$ cat src/hdl/rlb_pkg.sv
// Shared types and constants of the RGB layer blend unit.
// Used by rlb_channel and rgb_layer_blend_unit; depends on nothing.
package rlb_pkg;

    localparam int unsigned PIX_W   = 8;
    localparam int unsigned GAIN_W  = 12;
    localparam int unsigned PROD_W  = PIX_W + GAIN_W;
    localparam int unsigned ADDR_W  = 4;
    localparam int unsigned DATA_W  = 32;

    // register map (index = paddr[3:2])
    localparam logic [1:0] REG_MODE   = 2'd0;
    localparam logic [1:0] REG_OFFSET = 2'd1;
    localparam logic [1:0] REG_RGAIN  = 2'd2;
    localparam logic [1:0] REG_BGAIN  = 2'd3;

    // reset values
    localparam logic [7:0]  RST_OFFSET = 8'd200;
    localparam logic [11:0] RST_GAIN   = 12'd256;

    // blend modes as programmed
    typedef enum logic [2:0] {
        MODE_MULTIPLY = 3'd0,
        MODE_SUBTRACT = 3'd1,
        MODE_SCREEN   = 3'd2,
        MODE_OVERLAY  = 3'd3,
        MODE_OFFSET   = 3'd4,
        MODE_SCALE    = 3'd5
    } blend_mode_t;

    // per-channel operation
    typedef enum logic [2:0] {
        OP_MUL,
        OP_SUB,
        OP_SCREEN,
        OP_OVERLAY,
        OP_ADDSAT,
        OP_SCALE,
        OP_PASS
    } ch_op_t;

    // how the last stage forms the result
    typedef enum logic [1:0] {
        FIN_ROUND,
        FIN_ROUND_INV,
        FIN_SCALE,
        FIN_DIRECT
    } fin_t;

    // stage load enables, one per pipeline stage
    typedef struct packed {
        logic s1;
        logic s2;
        logic s3;
        logic s4;
    } rlb_adv_t;

endpackage

$ cat src/hdl/rgb_layer_blend_unit.sv
// Throughput: one pixel pair per cycle; the four-stage channel pipeline
// advances on every cycle in which its output stage is empty or taken.
// Reset (rst_n low, asynchronous): pipeline emptied, blend_mode = multiply,
// green_offset = 200, red_gain = blue_gain = 1.0 (256 in Q4.8).
module rgb_layer_blend_unit (
    input  logic        clk,
    input  logic        rst_n,
    // input stream
    input  logic        s_tvalid,
    output logic        s_tready,
    input  logic [47:0] s_tdata,  // top_red, top_green, top_blue,
                                  // bottom_red, bottom_green, bottom_blue
    // output stream
    output logic        m_tvalid,
    input  logic        m_tready,
    output logic [23:0] m_tdata,  // out_red, out_green, out_blue
    // configuration
    input  logic        psel,
    input  logic        penable,
    input  logic        pwrite,
    input  logic [3:0]  paddr,
    input  logic [31:0] pwdata,
    output logic [31:0] prdata,
    output logic        pready
);
    import rlb_pkg::*;

    logic [2:0]  blend_mode_reg;
    logic [7:0]  green_offset_reg;
    logic [11:0] red_gain_reg;
    logic [11:0] blue_gain_reg;
    logic [1:0]  reg_idx;
    logic        cfg_wr;

    logic [4:1]  valid_reg;
    logic [4:1]  stage_rdy;
    rlb_adv_t    adv;

    ch_op_t      op_red, op_green, op_blue;
    logic [7:0]  res_red, res_green, res_blue;

    // configuration registers
    assign pready  = 1'b1;
    assign reg_idx = paddr[3:2];
    assign cfg_wr  = psel & penable & pwrite & pready;

    always_ff @(posedge clk or negedge rst_n)
    begin
        if (!rst_n)
        begin
            blend_mode_reg   <= MODE_MULTIPLY;
            green_offset_reg <= RST_OFFSET;
            red_gain_reg     <= RST_GAIN;
            blue_gain_reg    <= RST_GAIN;
        end
        else if (cfg_wr)
        begin
            case (reg_idx)
                REG_MODE:   blend_mode_reg   <= pwdata[2:0];
                REG_OFFSET: green_offset_reg <= pwdata[7:0];
                REG_RGAIN:  red_gain_reg     <= pwdata[11:0];
                REG_BGAIN:  blue_gain_reg    <= pwdata[11:0];
                default:    ;
            endcase
        end
    end

    // register readback
    always_comb
    begin
        case (reg_idx)
            REG_MODE:   prdata = 32'(blend_mode_reg);
            REG_OFFSET: prdata = 32'(green_offset_reg);
            REG_RGAIN:  prdata = 32'(red_gain_reg);
            REG_BGAIN:  prdata = 32'(blue_gain_reg);
            default:    prdata = '0;
        endcase
    end

    // pipeline control: a stage loads when it is empty or its beat moves on
    assign stage_rdy[4] = ~valid_reg[4] | m_tready;
    assign stage_rdy[3] = ~valid_reg[3] | stage_rdy[4];
    assign stage_rdy[2] = ~valid_reg[2] | stage_rdy[3];
    assign stage_rdy[1] = ~valid_reg[1] | stage_rdy[2];

    assign adv.s1 = stage_rdy[1];
    assign adv.s2 = stage_rdy[2];
    assign adv.s3 = stage_rdy[3];
    assign adv.s4 = stage_rdy[4];

    always_ff @(posedge clk or negedge rst_n)
    begin
        if (!rst_n)
        begin
            valid_reg <= '0;
        end
        else
        begin
            if (stage_rdy[1]) valid_reg[1] <= s_tvalid;
            if (stage_rdy[2]) valid_reg[2] <= valid_reg[1];
            if (stage_rdy[3]) valid_reg[3] <= valid_reg[2];
            if (stage_rdy[4]) valid_reg[4] <= valid_reg[3];
        end
    end

    assign s_tready = stage_rdy[1];
    assign m_tvalid = valid_reg[4];

    // per-channel operation from the blend mode
    always_comb
    begin
        case (blend_mode_reg)
            MODE_MULTIPLY:
            begin
                op_red = OP_MUL;     op_green = OP_MUL;     op_blue = OP_MUL;
            end
            MODE_SUBTRACT:
            begin
                op_red = OP_SUB;     op_green = OP_SUB;     op_blue = OP_SUB;
            end
            MODE_SCREEN:
            begin
                op_red = OP_SCREEN;  op_green = OP_SCREEN;  op_blue = OP_SCREEN;
            end
            MODE_OVERLAY:
            begin
                op_red = OP_OVERLAY; op_green = OP_OVERLAY; op_blue = OP_OVERLAY;
            end
            MODE_OFFSET:
            begin
                op_red = OP_PASS;    op_green = OP_ADDSAT;  op_blue = OP_PASS;
            end
            MODE_SCALE:
            begin
                op_red = OP_SCALE;   op_green = OP_PASS;    op_blue = OP_SCALE;
            end
            default:
            begin
                op_red = OP_PASS;    op_green = OP_PASS;    op_blue = OP_PASS;
            end
        endcase
    end

    // channel datapaths
    rlb_channel u_red (
        .clk    (clk),
        .adv    (adv),
        .op     (op_red),
        .a      (s_tdata[7:0]),
        .b      (s_tdata[31:24]),
        .gain   (red_gain_reg),
        .offset (green_offset_reg),
        .result (res_red)
    );

    rlb_channel u_green (
        .clk    (clk),
        .adv    (adv),
        .op     (op_green),
        .a      (s_tdata[15:8]),
        .b      (s_tdata[39:32]),
        .gain   (red_gain_reg),
        .offset (green_offset_reg),
        .result (res_green)
    );

    rlb_channel u_blue (
        .clk    (clk),
        .adv    (adv),
        .op     (op_blue),
        .a      (s_tdata[23:16]),
        .b      (s_tdata[47:40]),
        .gain   (blue_gain_reg),
        .offset (green_offset_reg),
        .result (res_blue)
    );

    assign m_tdata = {res_blue, res_green, res_red};

endmodule

$ cat src/hdl/rlb_channel.sv
// Four-stage datapath for one color channel of the blend unit.
// Depends on rlb_pkg; stage enables come from the top level.
module rlb_channel (
    input  logic              clk,
    input  rlb_pkg::rlb_adv_t adv,
    input  rlb_pkg::ch_op_t   op,
    input  logic [7:0]        a,
    input  logic [7:0]        b,
    input  logic [11:0]       gain,
    input  logic [7:0]        offset,
    output logic [7:0]        result
);
    import rlb_pkg::*;

    // stage 1 registers
    logic [7:0]  x_reg, x_next;
    logic [11:0] y_reg, y_next;
    logic        dbl1_reg, dbl1_next;
    fin_t        fin1_reg, fin1_next;
    logic [7:0]  dir1_reg, dir1_next;
    logic [8:0]  sum9;

    // stage 2 registers
    logic [PROD_W-1:0] prod_reg, prod_next;
    logic        dbl2_reg;
    fin_t        fin2_reg;
    logic [7:0]  dir2_reg;

    // stage 3 registers
    logic [17:0] m_reg, m_next;
    logic [8:0]  est_reg, est_next;
    fin_t        fin3_reg;
    logic [7:0]  dir3_reg, dir3_next;
    logic [25:0] est_wide;
    logic [11:0] scaled;

    // stage 4
    logic [17:0] est255;
    logic [17:0] rem;
    logic [8:0]  q;
    logic [7:0]  result_reg, result_next;

    // stage 1: pick multiplier operands or the direct result
    always_comb
    begin
        sum9      = {1'b0, b} + {1'b0, offset};
        x_next    = a;
        y_next    = {4'b0, b};
        dbl1_next = 1'b0;
        fin1_next = FIN_DIRECT;
        dir1_next = b;
        case (op)
            OP_MUL:
            begin
                fin1_next = FIN_ROUND;
            end
            OP_SUB:
            begin
                dir1_next = (b >= a) ? (b - a) : 8'd0;
            end
            OP_SCREEN:
            begin
                x_next    = ~a;
                y_next    = {4'b0, ~b};
                fin1_next = FIN_ROUND_INV;
            end
            OP_OVERLAY:
            begin
                dbl1_next = 1'b1;
                if (b[7])
                begin
                    x_next    = ~a;
                    y_next    = {4'b0, ~b};
                    fin1_next = FIN_ROUND_INV;
                end
                else
                begin
                    fin1_next = FIN_ROUND;
                end
            end
            OP_ADDSAT:
            begin
                dir1_next = sum9[8] ? 8'hFF : sum9[7:0];
            end
            OP_SCALE:
            begin
                x_next    = b;
                y_next    = gain;
                fin1_next = FIN_SCALE;
            end
            default:
            begin
                dir1_next = b;
            end
        endcase
    end

    always_ff @(posedge clk)
    begin
        if (adv.s1)
        begin
            x_reg    <= x_next;
            y_reg    <= y_next;
            dbl1_reg <= dbl1_next;
            fin1_reg <= fin1_next;
            dir1_reg <= dir1_next;
        end
    end

    // stage 2: the one multiply
    assign prod_next = PROD_W'(x_reg) * PROD_W'(y_reg);

    always_ff @(posedge clk)
    begin
        if (adv.s2)
        begin
            prod_reg <= prod_next;
            dbl2_reg <= dbl1_reg;
            fin2_reg <= fin1_reg;
            dir2_reg <= dir1_reg;
        end
    end

    // stage 3: add rounding bias, estimate m/255 as m*257>>16, saturate scale
    always_comb
    begin
        m_next   = (dbl2_reg ? {prod_reg[16:0], 1'b0} : {1'b0, prod_reg[16:0]}) + 18'd127;
        est_wide = {m_next, 8'b0} + {8'b0, m_next};
        est_next = est_wide[24:16];
        scaled   = prod_reg[19:8];
        if (fin2_reg == FIN_SCALE)
            dir3_next = (|scaled[11:8]) ? 8'hFF : scaled[7:0];
        else
            dir3_next = dir2_reg;
    end

    always_ff @(posedge clk)
    begin
        if (adv.s3)
        begin
            m_reg    <= m_next;
            est_reg  <= est_next;
            fin3_reg <= fin2_reg;
            dir3_reg <= dir3_next;
        end
    end

    // stage 4: the estimate is low by at most one; fix it and finish
    always_comb
    begin
        est255 = {1'b0, est_reg, 8'b0} - {9'b0, est_reg};
        rem    = m_reg - est255;
        q      = (rem >= 18'd255) ? (est_reg + 9'd1) : est_reg;
        case (fin3_reg)
            FIN_ROUND:     result_next = q[7:0];
            FIN_ROUND_INV: result_next = ~q[7:0];
            default:       result_next = dir3_reg;
        endcase
    end

    always_ff @(posedge clk)
    begin
        if (adv.s4)
        begin
            result_reg <= result_next;
        end
    end

    assign result = result_reg;

endmodule

$ cat config.mk
export PLATFORM = sky130hd
export DESIGN_NAME = rgb_layer_blend_unit
export DESIGN_NICKNAME = d
export VERILOG_FILES = /design/src/hdl/rlb_pkg.sv /design/src/hdl/rgb_layer_blend_unit.sv /design/src/hdl/rlb_channel.sv
export SDC_FILE = /design/constraint.sdc
export NUM_CORES = 1
export LEC_CHECK = 0
export BUFFER_PORTS_ARGS = -buffer_cell sky130_fd_sc_hd__buf_4
export CAP_MARGIN = 20
export CORE_MARGIN = 4
export CORE_UTILIZATION = 30
export DETAILED_ROUTE_END_ITERATION = 7
export PLACE_DENSITY_LB_ADDON = 0.05
export RECOVER_POWER = 100
export SKIP_CTS_REPAIR_TIMING = 1
export SLEW_MARGIN = 20
export SYNTH_ARGS = -nofsm -noshare
export SYNTH_HDL_FRONTEND = slang
export SYNTH_SLANG_ARGS = --single-unit
$ cat constraint.sdc
create_clock -name clk -period 9.1 [get_ports clk]
set_input_delay 1.82 -clock clk [delete_from_list [all_inputs] [get_ports clk]]
set_output_delay 1.82 -clock clk [all_outputs]
set_load 0.02 [all_outputs]
==> results.py, run 1 <==
metrics = {
    "run_status": {
        "status": "complete, but fails checks",
        "violations": "max-capacitance violations, max-slew violations",
    },
    "job": {
        "cap_violations": 9,
    },
    "worst_setup_path": {
        "worstPathCellList": "buf_4 -> inv_1 -> clkbuf_1 -> nand2_1 -> ha_1 -> or4b_1 -> a2111oi_0 -> nor4b_1 -> a31oi_1 -> nor3b_1 -> a21o_1 -> nand3_1 -> o21ai_0 -> ha_1 -> nand2_1 -> nor2_1 -> a211oi_1 -> o21a_1 -> nor3b_1 -> and3_1 -> nand3_1 -> xnor2_1",
        "r2r_slack_ps": 2140,
        "max_stage_delay_ps": 1040,
        "timing.rr.start": "u_blue.dbl2_reg",
        "crit_fanout": 62,
        "start_kind": "flop",
        "reg2regPathDepth": 22,
        "end_kind": "flop",
        "r2r_end": "u_blue.est_reg[8]",
        "crit_type": "reg2reg",
        "cp.arrival_ps": 7290,
        "slowest_stage": "a2111oi_0",
        "cp.required_ps": 9430,
    },
    "global_routing": {
        "grt.total_usage_pct": 15.5,
        "overflow": 0,
        "grt_max_degree": 74,
        "grt_pass1_wl_um": 132000,
        "antenna_found_initial": 6,
        "grt_pass1_vias": 22543,
    },
    "detailed_routing": {
        "wl_um": 82600,
        "ant_nets": 0,
        "vias_per_cell": 4.78,
        "drt-pass1-iter-count": 5,
        "drt-initial-drc-count": 1215,
        "wl_per_cell_um": 18.1,
        "vias": 21784,
        "drc": 0,
    },
    "synth": {
        "yosysSeqAreaShare_pct": 33.9,
        "synth-async-reset-ratio_pct": 11.0,
        "synth.cell_area_sq_mm": 0.0308,
        "netlist_instances": 3087,
        "synth_top_area_cell": "edfxtp_1",
        "synth_edf_count": 316,
        "synthFlopType": "edfxtp_1",
        "synth.distinct_cells": 88,
        "synth_top_area_share_pct": 30.8,
        "synth_area_per_cell_sq_um": 9.99,
        "netlist_top_cells_area": "edfxtp_1 (31%), fa_1 (12%), ha_1 (11%), inv_1 (5.3%), xnor2_1 (3.8%)",
        "yosys_warnings": 0,
        "synth-seq-cells": 355,
    },
    "die": {
        "start_util_pct": 30.3,
        "die_w_um": 329,
        "ioPinCount": 150,
        "core_sq_mm": 0.102,
        "fp.dieH_um": 329,
        "die_area_sq_mm": 0.108,
        "rows": 117,
    },
    "final_layout": {
        "drive_gt1_share_pct": 6.47,
        "area_growth_pct": 10.9,
        "layout_commonest_cell": "inv_1",
        "diodes": 0,
        "n_fill_cell": 10490,
        "final_cell_mix": "inv_1 (433), edfxtp_1 (316), ha_1 (281)",
        "final_net_count": 3711,
        "fin_area_sq_mm": 0.0342,
    },
    "timing": {
        "grt_setup_unrepaired": "false",
        "skew_ps": 23.4,
        "slew_headroom_pct": -164,
        "post-route-period-util_pct": 76.5,
        "hold_violations": 0,
        "worst_pin_slew_ps": 3960,
        "fmax_mhz": 144,
        "totalNegativeSetupSlack_ps": 0,
        "slew_viol_final": 366,
        "fin_crit_ps": 6960,
        "setup_viol": 0,
    },
    "clock_network": {
        "cts_tree": "built",
        "cts.sinks": 355,
        "cts-buffers-inserted": 46,
        "cts_max_path_buffers": 3,
        "cts_max_level": 2,
        "root_buffer": "clkbuf_16",
        "worstSkewPairLatency_ps": 610,
        "path_clk_slew_ps": 60,
    },
    "placed_design": {
        "place_congestion": 0.820,
        "placed_area_sq_mm": 0.0330,
        "portBuffers": 106,
        "dpl.hpwl_um": 65700,
    },
    "min_path": {
        "whs_path_depth": 0,
        "min_path_type": "reg2reg",
        "min_from": "u_red.dir1_reg[0]",
        "whs_endpoint": "u_red.dir2_reg[0]",
    },
}
[logic make-up after synthesis]
logic type | count (synthesis) | share of synthesized area, %
multiplexers | 87 | 3.16
AO/OA/AOI/OAI | 547 | 12.3
AND/OR/NAND/NOR | 877 | 14.5
buffers and inverters | 561 | 7.11
adder cells (fa/ha/maj) | 468 | 23.5
other | 2 | 0.0243
XOR/XNOR | 190 | 5.40
flip-flops | 355 | 33.9
[stage by stage]
step / hold WS [ps] / util, % / setup slack (ps) / cells
floorplan: 400 / - / 2530 / 3110
global placement: 406 / 32.4 / 3240 / 4472
detailed placement: 409 / 32.4 / 3230 / 4472
CTS: 413 / 33.9 / 3210 / 4554
global route: 425 / 33.6 / 1610 / 4554
finish: 412 / 33.6 / 2140 / 4554
[Yosys cell counts, types with 37 or more instances]
cell type	instances
nor2b_1	41
a21o_1	45
xor2_1	55
fa_1	187
mux2_2	49
nand2_1	276
nor3_1	37
nand3_1	58
a21oi_1	134
nor2_1	133
o21ai_0	82
edfxtp_1	316
ha_1	281
inv_1	433
xnor2_1	135
clkbuf_1	89
and2_1	175
[worst max path at each step]
stage / endpoint / startpoint / cells after the start
floorplan: s_tready / m_tready / 2
global placement: u_blue.est_reg[8] / u_blue.dbl2_reg / 22
detailed placement: u_blue.est_reg[8] / u_blue.dbl2_reg / 21
CTS: u_blue.est_reg[8] / u_blue.dbl2_reg / 21
global route: u_blue.est_reg[8] / u_blue.dbl2_reg / 21
finish: u_blue.est_reg[8] / u_blue.dbl2_reg / 22
[area by class of cell]
type	count	area, sq um	share of cell area [%]
Clock buffer	61	1260	3.68
Clock inverter	21	223	0.651
Inverter	434	1630	4.76
Multi-Input combinational cell	2194	18200	53.2
Sequential cell	355	10500	30.6
Tap cell	1368	1710	5.01
Timing Repair Buffer	121	709	2.07
[metal layers]
| layer | GRT usage, % | wire [um] | part of all wire, % | up-vias |
|---|---|---|---|---|
| li1 | - | - | - | 10767 |
| met1 | 22.7 | 41300 | 50 | 10563 |
| met2 | 23.8 | 36000 | 44 | 359 |
| met3 | 2.64 | 3500 | 4.2 | 93 |
| met4 | 3.61 | 1810 | 2.2 | 2 |
| met5 | 0 | 13 | 0.016 | - |
[critical path, delay by kind of cell (launching register included)]
family                     cells  cell delay [ps]
AOI/OAI and AO/OA              6             2080
DFF                            1              320
xor gates and xnor gates       1              160
adders and majority gates      2              670
and+or+nand+nor               10             2210
buffers and inverters          3             1260
Power of run 1 is left out: the tool's default activity adds up to more than one toggle a clock period on the data nets, which glitch-free logic cannot reach.
==> inputs of run 2 (changes only) <==
==> constraint.sdc (replaced) <==
create_clock -name clk -period 5.7 [get_ports clk]
set_input_delay 1.14 -clock clk [delete_from_list [all_inputs] [get_ports clk]]
set_output_delay 1.14 -clock clk [all_outputs]
set_load 0.02 [all_outputs]
==> results.py, run 2 (synthesized netlist as in run 1, its figures left out) <==
metrics = {
    "clock_network": {
        "path_clk_slew_ps": 60,
        "cts-buffers-inserted": 47,
        "cts.sinks": 355,
        "cts_tree": "built",
        "cts_max_path_buffers": 3,
        "worstSkewPairLatency_ps": 600,
        "cts_max_level": 2,
        "root_buffer": "clkbuf_16",
    },
    "global_routing": {
        "grt_pass1_vias": 22413,
        "grt_max_degree": 89,
        "antenna_found_initial": 5,
        "grt_pass1_wl_um": 131000,
        "overflow": 0,
        "grt.total_usage_pct": 15.3,
    },
    "worst_setup_path": {
        "cp.arrival_ps": 5640,
        "critPathBufInv": 3,
        "crit_type": "reg2reg",
        "start_kind": "flop",
        "slowest_stage": "edfxtp_1",
        "cp.required_ps": 6040,
        "worstPathCellList": "nand2_1 -> fa_1 -> fa_1 -> inv_1 -> ha_1 -> inv_1 -> fa_1 -> inv_1 -> ha_1 -> nor2b_1 -> o21ai_0 -> a21boi_0 -> o21ai_0 -> a22oi_1 -> and4_1 -> o31ai_1 -> o2111ai_1 -> a21oi_1 -> xnor2_1",
        "max_stage_delay_ps": 650,
        "end_kind": "flop",
        "crit_family": "adder cells",
        "crit_fanout": 12,
    },
    "detailed_routing": {
        "drt-initial-drc-count": 1208,
        "drt-pass1-iter-count": 7,
        "vias_per_cell": 4.69,
        "drc": 0,
        "ant_nets": 0,
        "vias": 21581,
        "wl_per_cell_um": 17.9,
        "wl_um": 82600,
    },
    "min_path": {
        "min_path_type": "reg2reg",
    },
    "job": {
        "cap_violations": 8,
    },
    "timing": {
        "timing.hold.ws_ps": 404,
        "grt_setup_unrepaired": "false",
        "fmax_mhz": 189,
        "finalWorstSetupSlack_ps": 396,
        "setup_viol": 0,
        "totalNegativeSetupSlack_ps": 0,
        "slew_headroom_pct": -203,
        "fin_crit_ps": 5300,
        "hold_violations": 0,
        "skew_ps": 17.6,
        "post-route-period-util_pct": 93.1,
        "slew_viol_final": 379,
        "worst_pin_slew_ps": 4540,
    },
    "die": {
        "rows": 117,
        "fp.dieH_um": 329,
        "die_area_sq_mm": 0.108,
        "ioPinCount": 150,
        "start_util_pct": 30.3,
        "core_sq_mm": 0.102,
        "die_w_um": 329,
    },
    "final_layout": {
        "n_fill_cell": 10497,
        "multi_input_area_sq_mm": 0.0182,
        "layout_commonest_cell": "inv_1",
        "ff_latch_area_sq_mm": 0.0105,
        "drive_gt1_share_pct": 7.62,
        "final_cells": 4601,
        "final_net_count": 3749,
        "final_cell_mix": "inv_1 (433), edfxtp_1 (316), ha_1 (281)",
        "area_growth_pct": 12.2,
    },
    "placed_design": {
        "dpl.hpwl_um": 66300,
        "place_congestion": 0.809,
        "preCtsSetupSlack_ps": 358,
        "dp_cells": 4507,
        "portBuffers": 106,
    },
    "run_status": {
        "status": "complete, but fails checks",
        "violations": "max-capacitance violations, max-slew violations",
    },
}
[run 2: changes by cell type in the layout (fill, tap and decap cells not counted), moves of 2 or more]
| cell | change |
|---|---|
| clkinv_1 | +8 |
| inv_6 | +4 |
| inv_8 | -2 |
| and2_1 | -3 |
| buf_4 | +29 |
| clkinvlp_4 | +3 |
| clkbuf_8 | -3 |
| and2_0 | +3 |
| bufinv_16 | +4 |
| clkbuf_2 | +2 |
| diode_2 | +5 |
[run 2: worst paths after layout]
path	slack (ps)	depth (start not counted)	to	start
max in group asynchronous	2860	1	valid_reg[3]	rst_n
min in group asynchronous	1350	1	red_gain_reg[9]	rst_n
max reg2reg	400	19	u_blue.prod_reg[19]	u_blue.x_reg[2]
min reg2reg	400	0	u_red.dir2_reg[1]	u_red.dir1_reg[1]
max	400	19	u_blue.prod_reg[19]	u_blue.x_reg[2]
min	400	0	u_red.dir2_reg[1]	u_red.dir1_reg[1]
[run 2: cell type report]
type	instances	share of cell area (%)
Antenna cell	5	0.0362
Clock buffer	51	3.44
Clock inverter	36	1.12
Inverter	434	4.71
Multi-Input combinational cell	2194	52.7
Sequential cell	355	30.3
Tap cell	1368	4.95
Timing Repair Buffer	158	2.77
[run 2: stage by stage]
stage,utilization [%],instance area [sq um]
2_1_floorplan,-,30900
3_3_place_gp,32.7,33300
3_5_place_dp,32.7,33300
4_1_cts,34.2,34900
5_1_grt,33.9,34600
6_report,34.0,34600
[run 2: layer usage]
metal,up-vias,track usage [%],part of all wire (%),routed length (um)
met5,-,0,0.024,20
met4,2,3.03,1.6,1360
met3,73,2.01,3.1,2600
met2,331,23.8,43,35800
met1,10316,23.0,52,42800
li1,10859,-,-,-
Power of run 2 is left out for the same reason.
==> inputs of run 3 (changes only) <==
--- a/config.mk
+++ b/config.mk
@@ -16,4 +16,5 @@
 export SLEW_MARGIN = 20
 export SYNTH_ARGS = -nofsm -noshare
 export SYNTH_HDL_FRONTEND = slang
+export SYNTH_HIERARCHICAL = 1
 export SYNTH_SLANG_ARGS = --single-unit
==> results.py, run 3 <==
metrics = {
    "run_status": {
        "status": "complete, but fails checks",
        "violations": "max-capacitance violations, max-slew violations",
    },
    "job": {
        "cap_violations": 6,
    },
    "final_layout": {
        "final_net_count": 3862,
        "layout_commonest_cell": "inv_1",
        "final_cell_mix": "inv_1 (439), edfxtp_1 (321), ha_1 (297)",
        "area_growth_pct": 10.4,
        "drive_gt1_share_pct": 6.77,
        "final_cells": 4731,
    },
    "global_routing": {
        "antenna_found_initial": 9,
        "overflow": 0,
        "grt_pass1_vias": 23661,
        "grt.total_usage_pct": 16.0,
        "grt_max_degree": 113,
        "grt_pass1_wl_um": 141000,
    },
    "detailed_routing": {
        "dr.max_layer_used": "met5",
        "routed-wl-met3_um": 4120,
        "drt-pass1-iter-count": 5,
        "wl_per_cell_um": 19.1,
        "vias_per_cell": 4.90,
        "vias": 23191,
        "ant_nets": 0,
        "wl_met1_um": 45800,
        "wl_um": 90400,
        "drt-initial-drc-count": 1145,
        "drc": 0,
        "met2WireLength_um": 38900,
    },
    "placed_design": {
        "place_congestion": 0.822,
        "dpl.hpwl_um": 71800,
        "portBuffers": 106,
        "dp_cells": 4638,
    },
    "timing": {
        "slew_headroom_pct": -103,
        "worst_pin_slew_ps": 3040,
        "slew_viol_final": 297,
        "fmax_mhz": 191,
        "skew_ps": 17.5,
        "grt_setup_unrepaired": "false",
        "fin_crit_ps": 5240,
        "hold_violations": 0,
        "post-route-period-util_pct": 92.0,
        "setup_viol": 0,
    },
    "synth": {
        "synth.distinct_cells": 114,
        "synth_top_area_share_pct": 29.7,
        "yosysMostFrequentCell": "inv_1",
        "synth_top_area_cell": "edfxtp_1",
        "synth_area_per_cell_sq_um": 10.1,
        "netlist_top_cells_area": "edfxtp_1 (30%), fa_1 (12%), ha_1 (11%), inv_1 (5.1%), and2_1 (3.5%)",
        "synth.cell_area_sq_mm": 0.0324,
        "yosysSeqAreaShare_pct": 32.8,
        "synth-seq-cells": 360,
        "synth_edf_count": 321,
        "synth-async-reset-ratio_pct": 10.8,
        "synthFlopType": "edfxtp_1",
        "yosys_warnings": 6,
        "synth_common_cells": "inv_1 (438), edfxtp_1 (321), ha_1 (297)",
        "netlist_instances": 3220,
    },
    "clock_network": {
        "cts-buffers-inserted": 47,
        "cts.sinks": 360,
        "root_buffer": "clkbuf_16",
        "cts_tree": "built",
        "cts_max_level": 2,
        "cts_max_path_buffers": 3,
        "worstSkewPairLatency_ps": 610,
        "path_clk_slew_ps": 60,
    },
    "worst_setup_path": {
        "r2r_slack_ps": 460,
        "start_kind": "flop",
        "end_kind": "flop",
        "worstPathCellList": "clkbuf_1 -> and2_1 -> fa_1 -> fa_1 -> fa_1 -> inv_1 -> fa_1 -> inv_1 -> ha_1 -> or3_1 -> o21ai_0 -> o31ai_1 -> o41ai_1 -> clkbuf_1 -> o21ai_0 -> o21a_1 -> nor2_1 -> xnor2_1",
        "crit_top_cell": "fa_1",
        "cp.required_ps": 6050,
        "slowest_stage": "fa_1",
        "max_stage_delay_ps": 540,
        "crit_type": "reg2reg",
        "cp.arrival_ps": 5590,
        "crit_fanout": 11,
    },
    "die": {
        "start_util_pct": 30.2,
        "die_w_um": 337,
        "ioPinCount": 150,
        "rows": 120,
        "die_area_sq_mm": 0.113,
        "core_sq_mm": 0.107,
        "fp.dieH_um": 337,
    },
    "min_path": {
        "min_path_type": "reg2reg",
    },
}
-- run 3: area by class of cell --
cell class                 instances  area [sq um]
antenna                            5          12.5
clock inverter                    36           439
timing repair buffer             130           769
inverter                         439          1650
sequential                       360         10600
multi-input combinational       2307         19400
clock buffer                      51          1190
tap                             1403          1760
fill                           10930         71400
-- run 3: layer usage --
metal / track usage, % / vias up
met2: 24.4 / 397
met5: 0 / -
met3: 2.55 / 88
met4: 3.27 / 4
li1: - / 11365
met1: 23.8 / 11337
-- run 3: cell families (layout without fill, tap and decap cells) --
kind of cell               count (synthesis)  in the layout  share of synthesized area [%]
muxes                                     84             84                           3.16
xor gates and xnor gates                 190            190                           5.20
DFF                                      360            360                           32.8
other                                      2             26                         0.0232
and+or+nand+nor                          937            937                           15.5
AOI/OAI and AO/OA                        589            589                           13.1
adders and majority gates                486            486                           23.1
buffers and inverters                    572            656                           7.11
-- run 3: final timing paths --
| check | end | cells past startpoint | start |
|---|---|---|---|
| worst min register to register | u_red/dir2_reg[2] | 0 | u_red/dir1_reg[2] |
| worst max register to register | u_green/prod_reg[18] | 18 | u_green/x_reg[2] |
| worst min-delay path | u_red/dir2_reg[2] | 0 | u_red/dir1_reg[2] |
| max in group asynchronous | blue_gain_reg[2] | 1 | rst_n |
| min in group asynchronous | valid_reg[3] | 1 | rst_n |
| worst max-delay path | u_green/prod_reg[18] | 18 | u_green/x_reg[2] |
-- run 3: metrics by stage --
| stage | util (%) | hold slack (ps) | setup TNS (ps) | area [sq um] | setup WS (ps) |
|---|---|---|---|---|---|
| floorplan | - | 400 | -57390 | 32500 | -1250 |
| global placement | 32.3 | 409 | 0 | 34600 | 510 |
| detailed placement | 32.3 | 405 | 0 | 34600 | 447 |
| CTS | 33.8 | 419 | 0 | 36200 | 445 |
| global route | 33.4 | 428 | 0 | 35800 | 77.7 |
| finish | 33.4 | 417 | 0 | 35800 | 459 |
-- run 3: critical path: cells and delay by family (launching register included) --
kind,cells,cell delay (ps)
compound gates,5,880
xor+xnor,1,80
fa+ha+maj,5,2230
buf+inv,4,760
flops,1,350
simple gates,3,690
Power of run 3 is left out for the same reason.
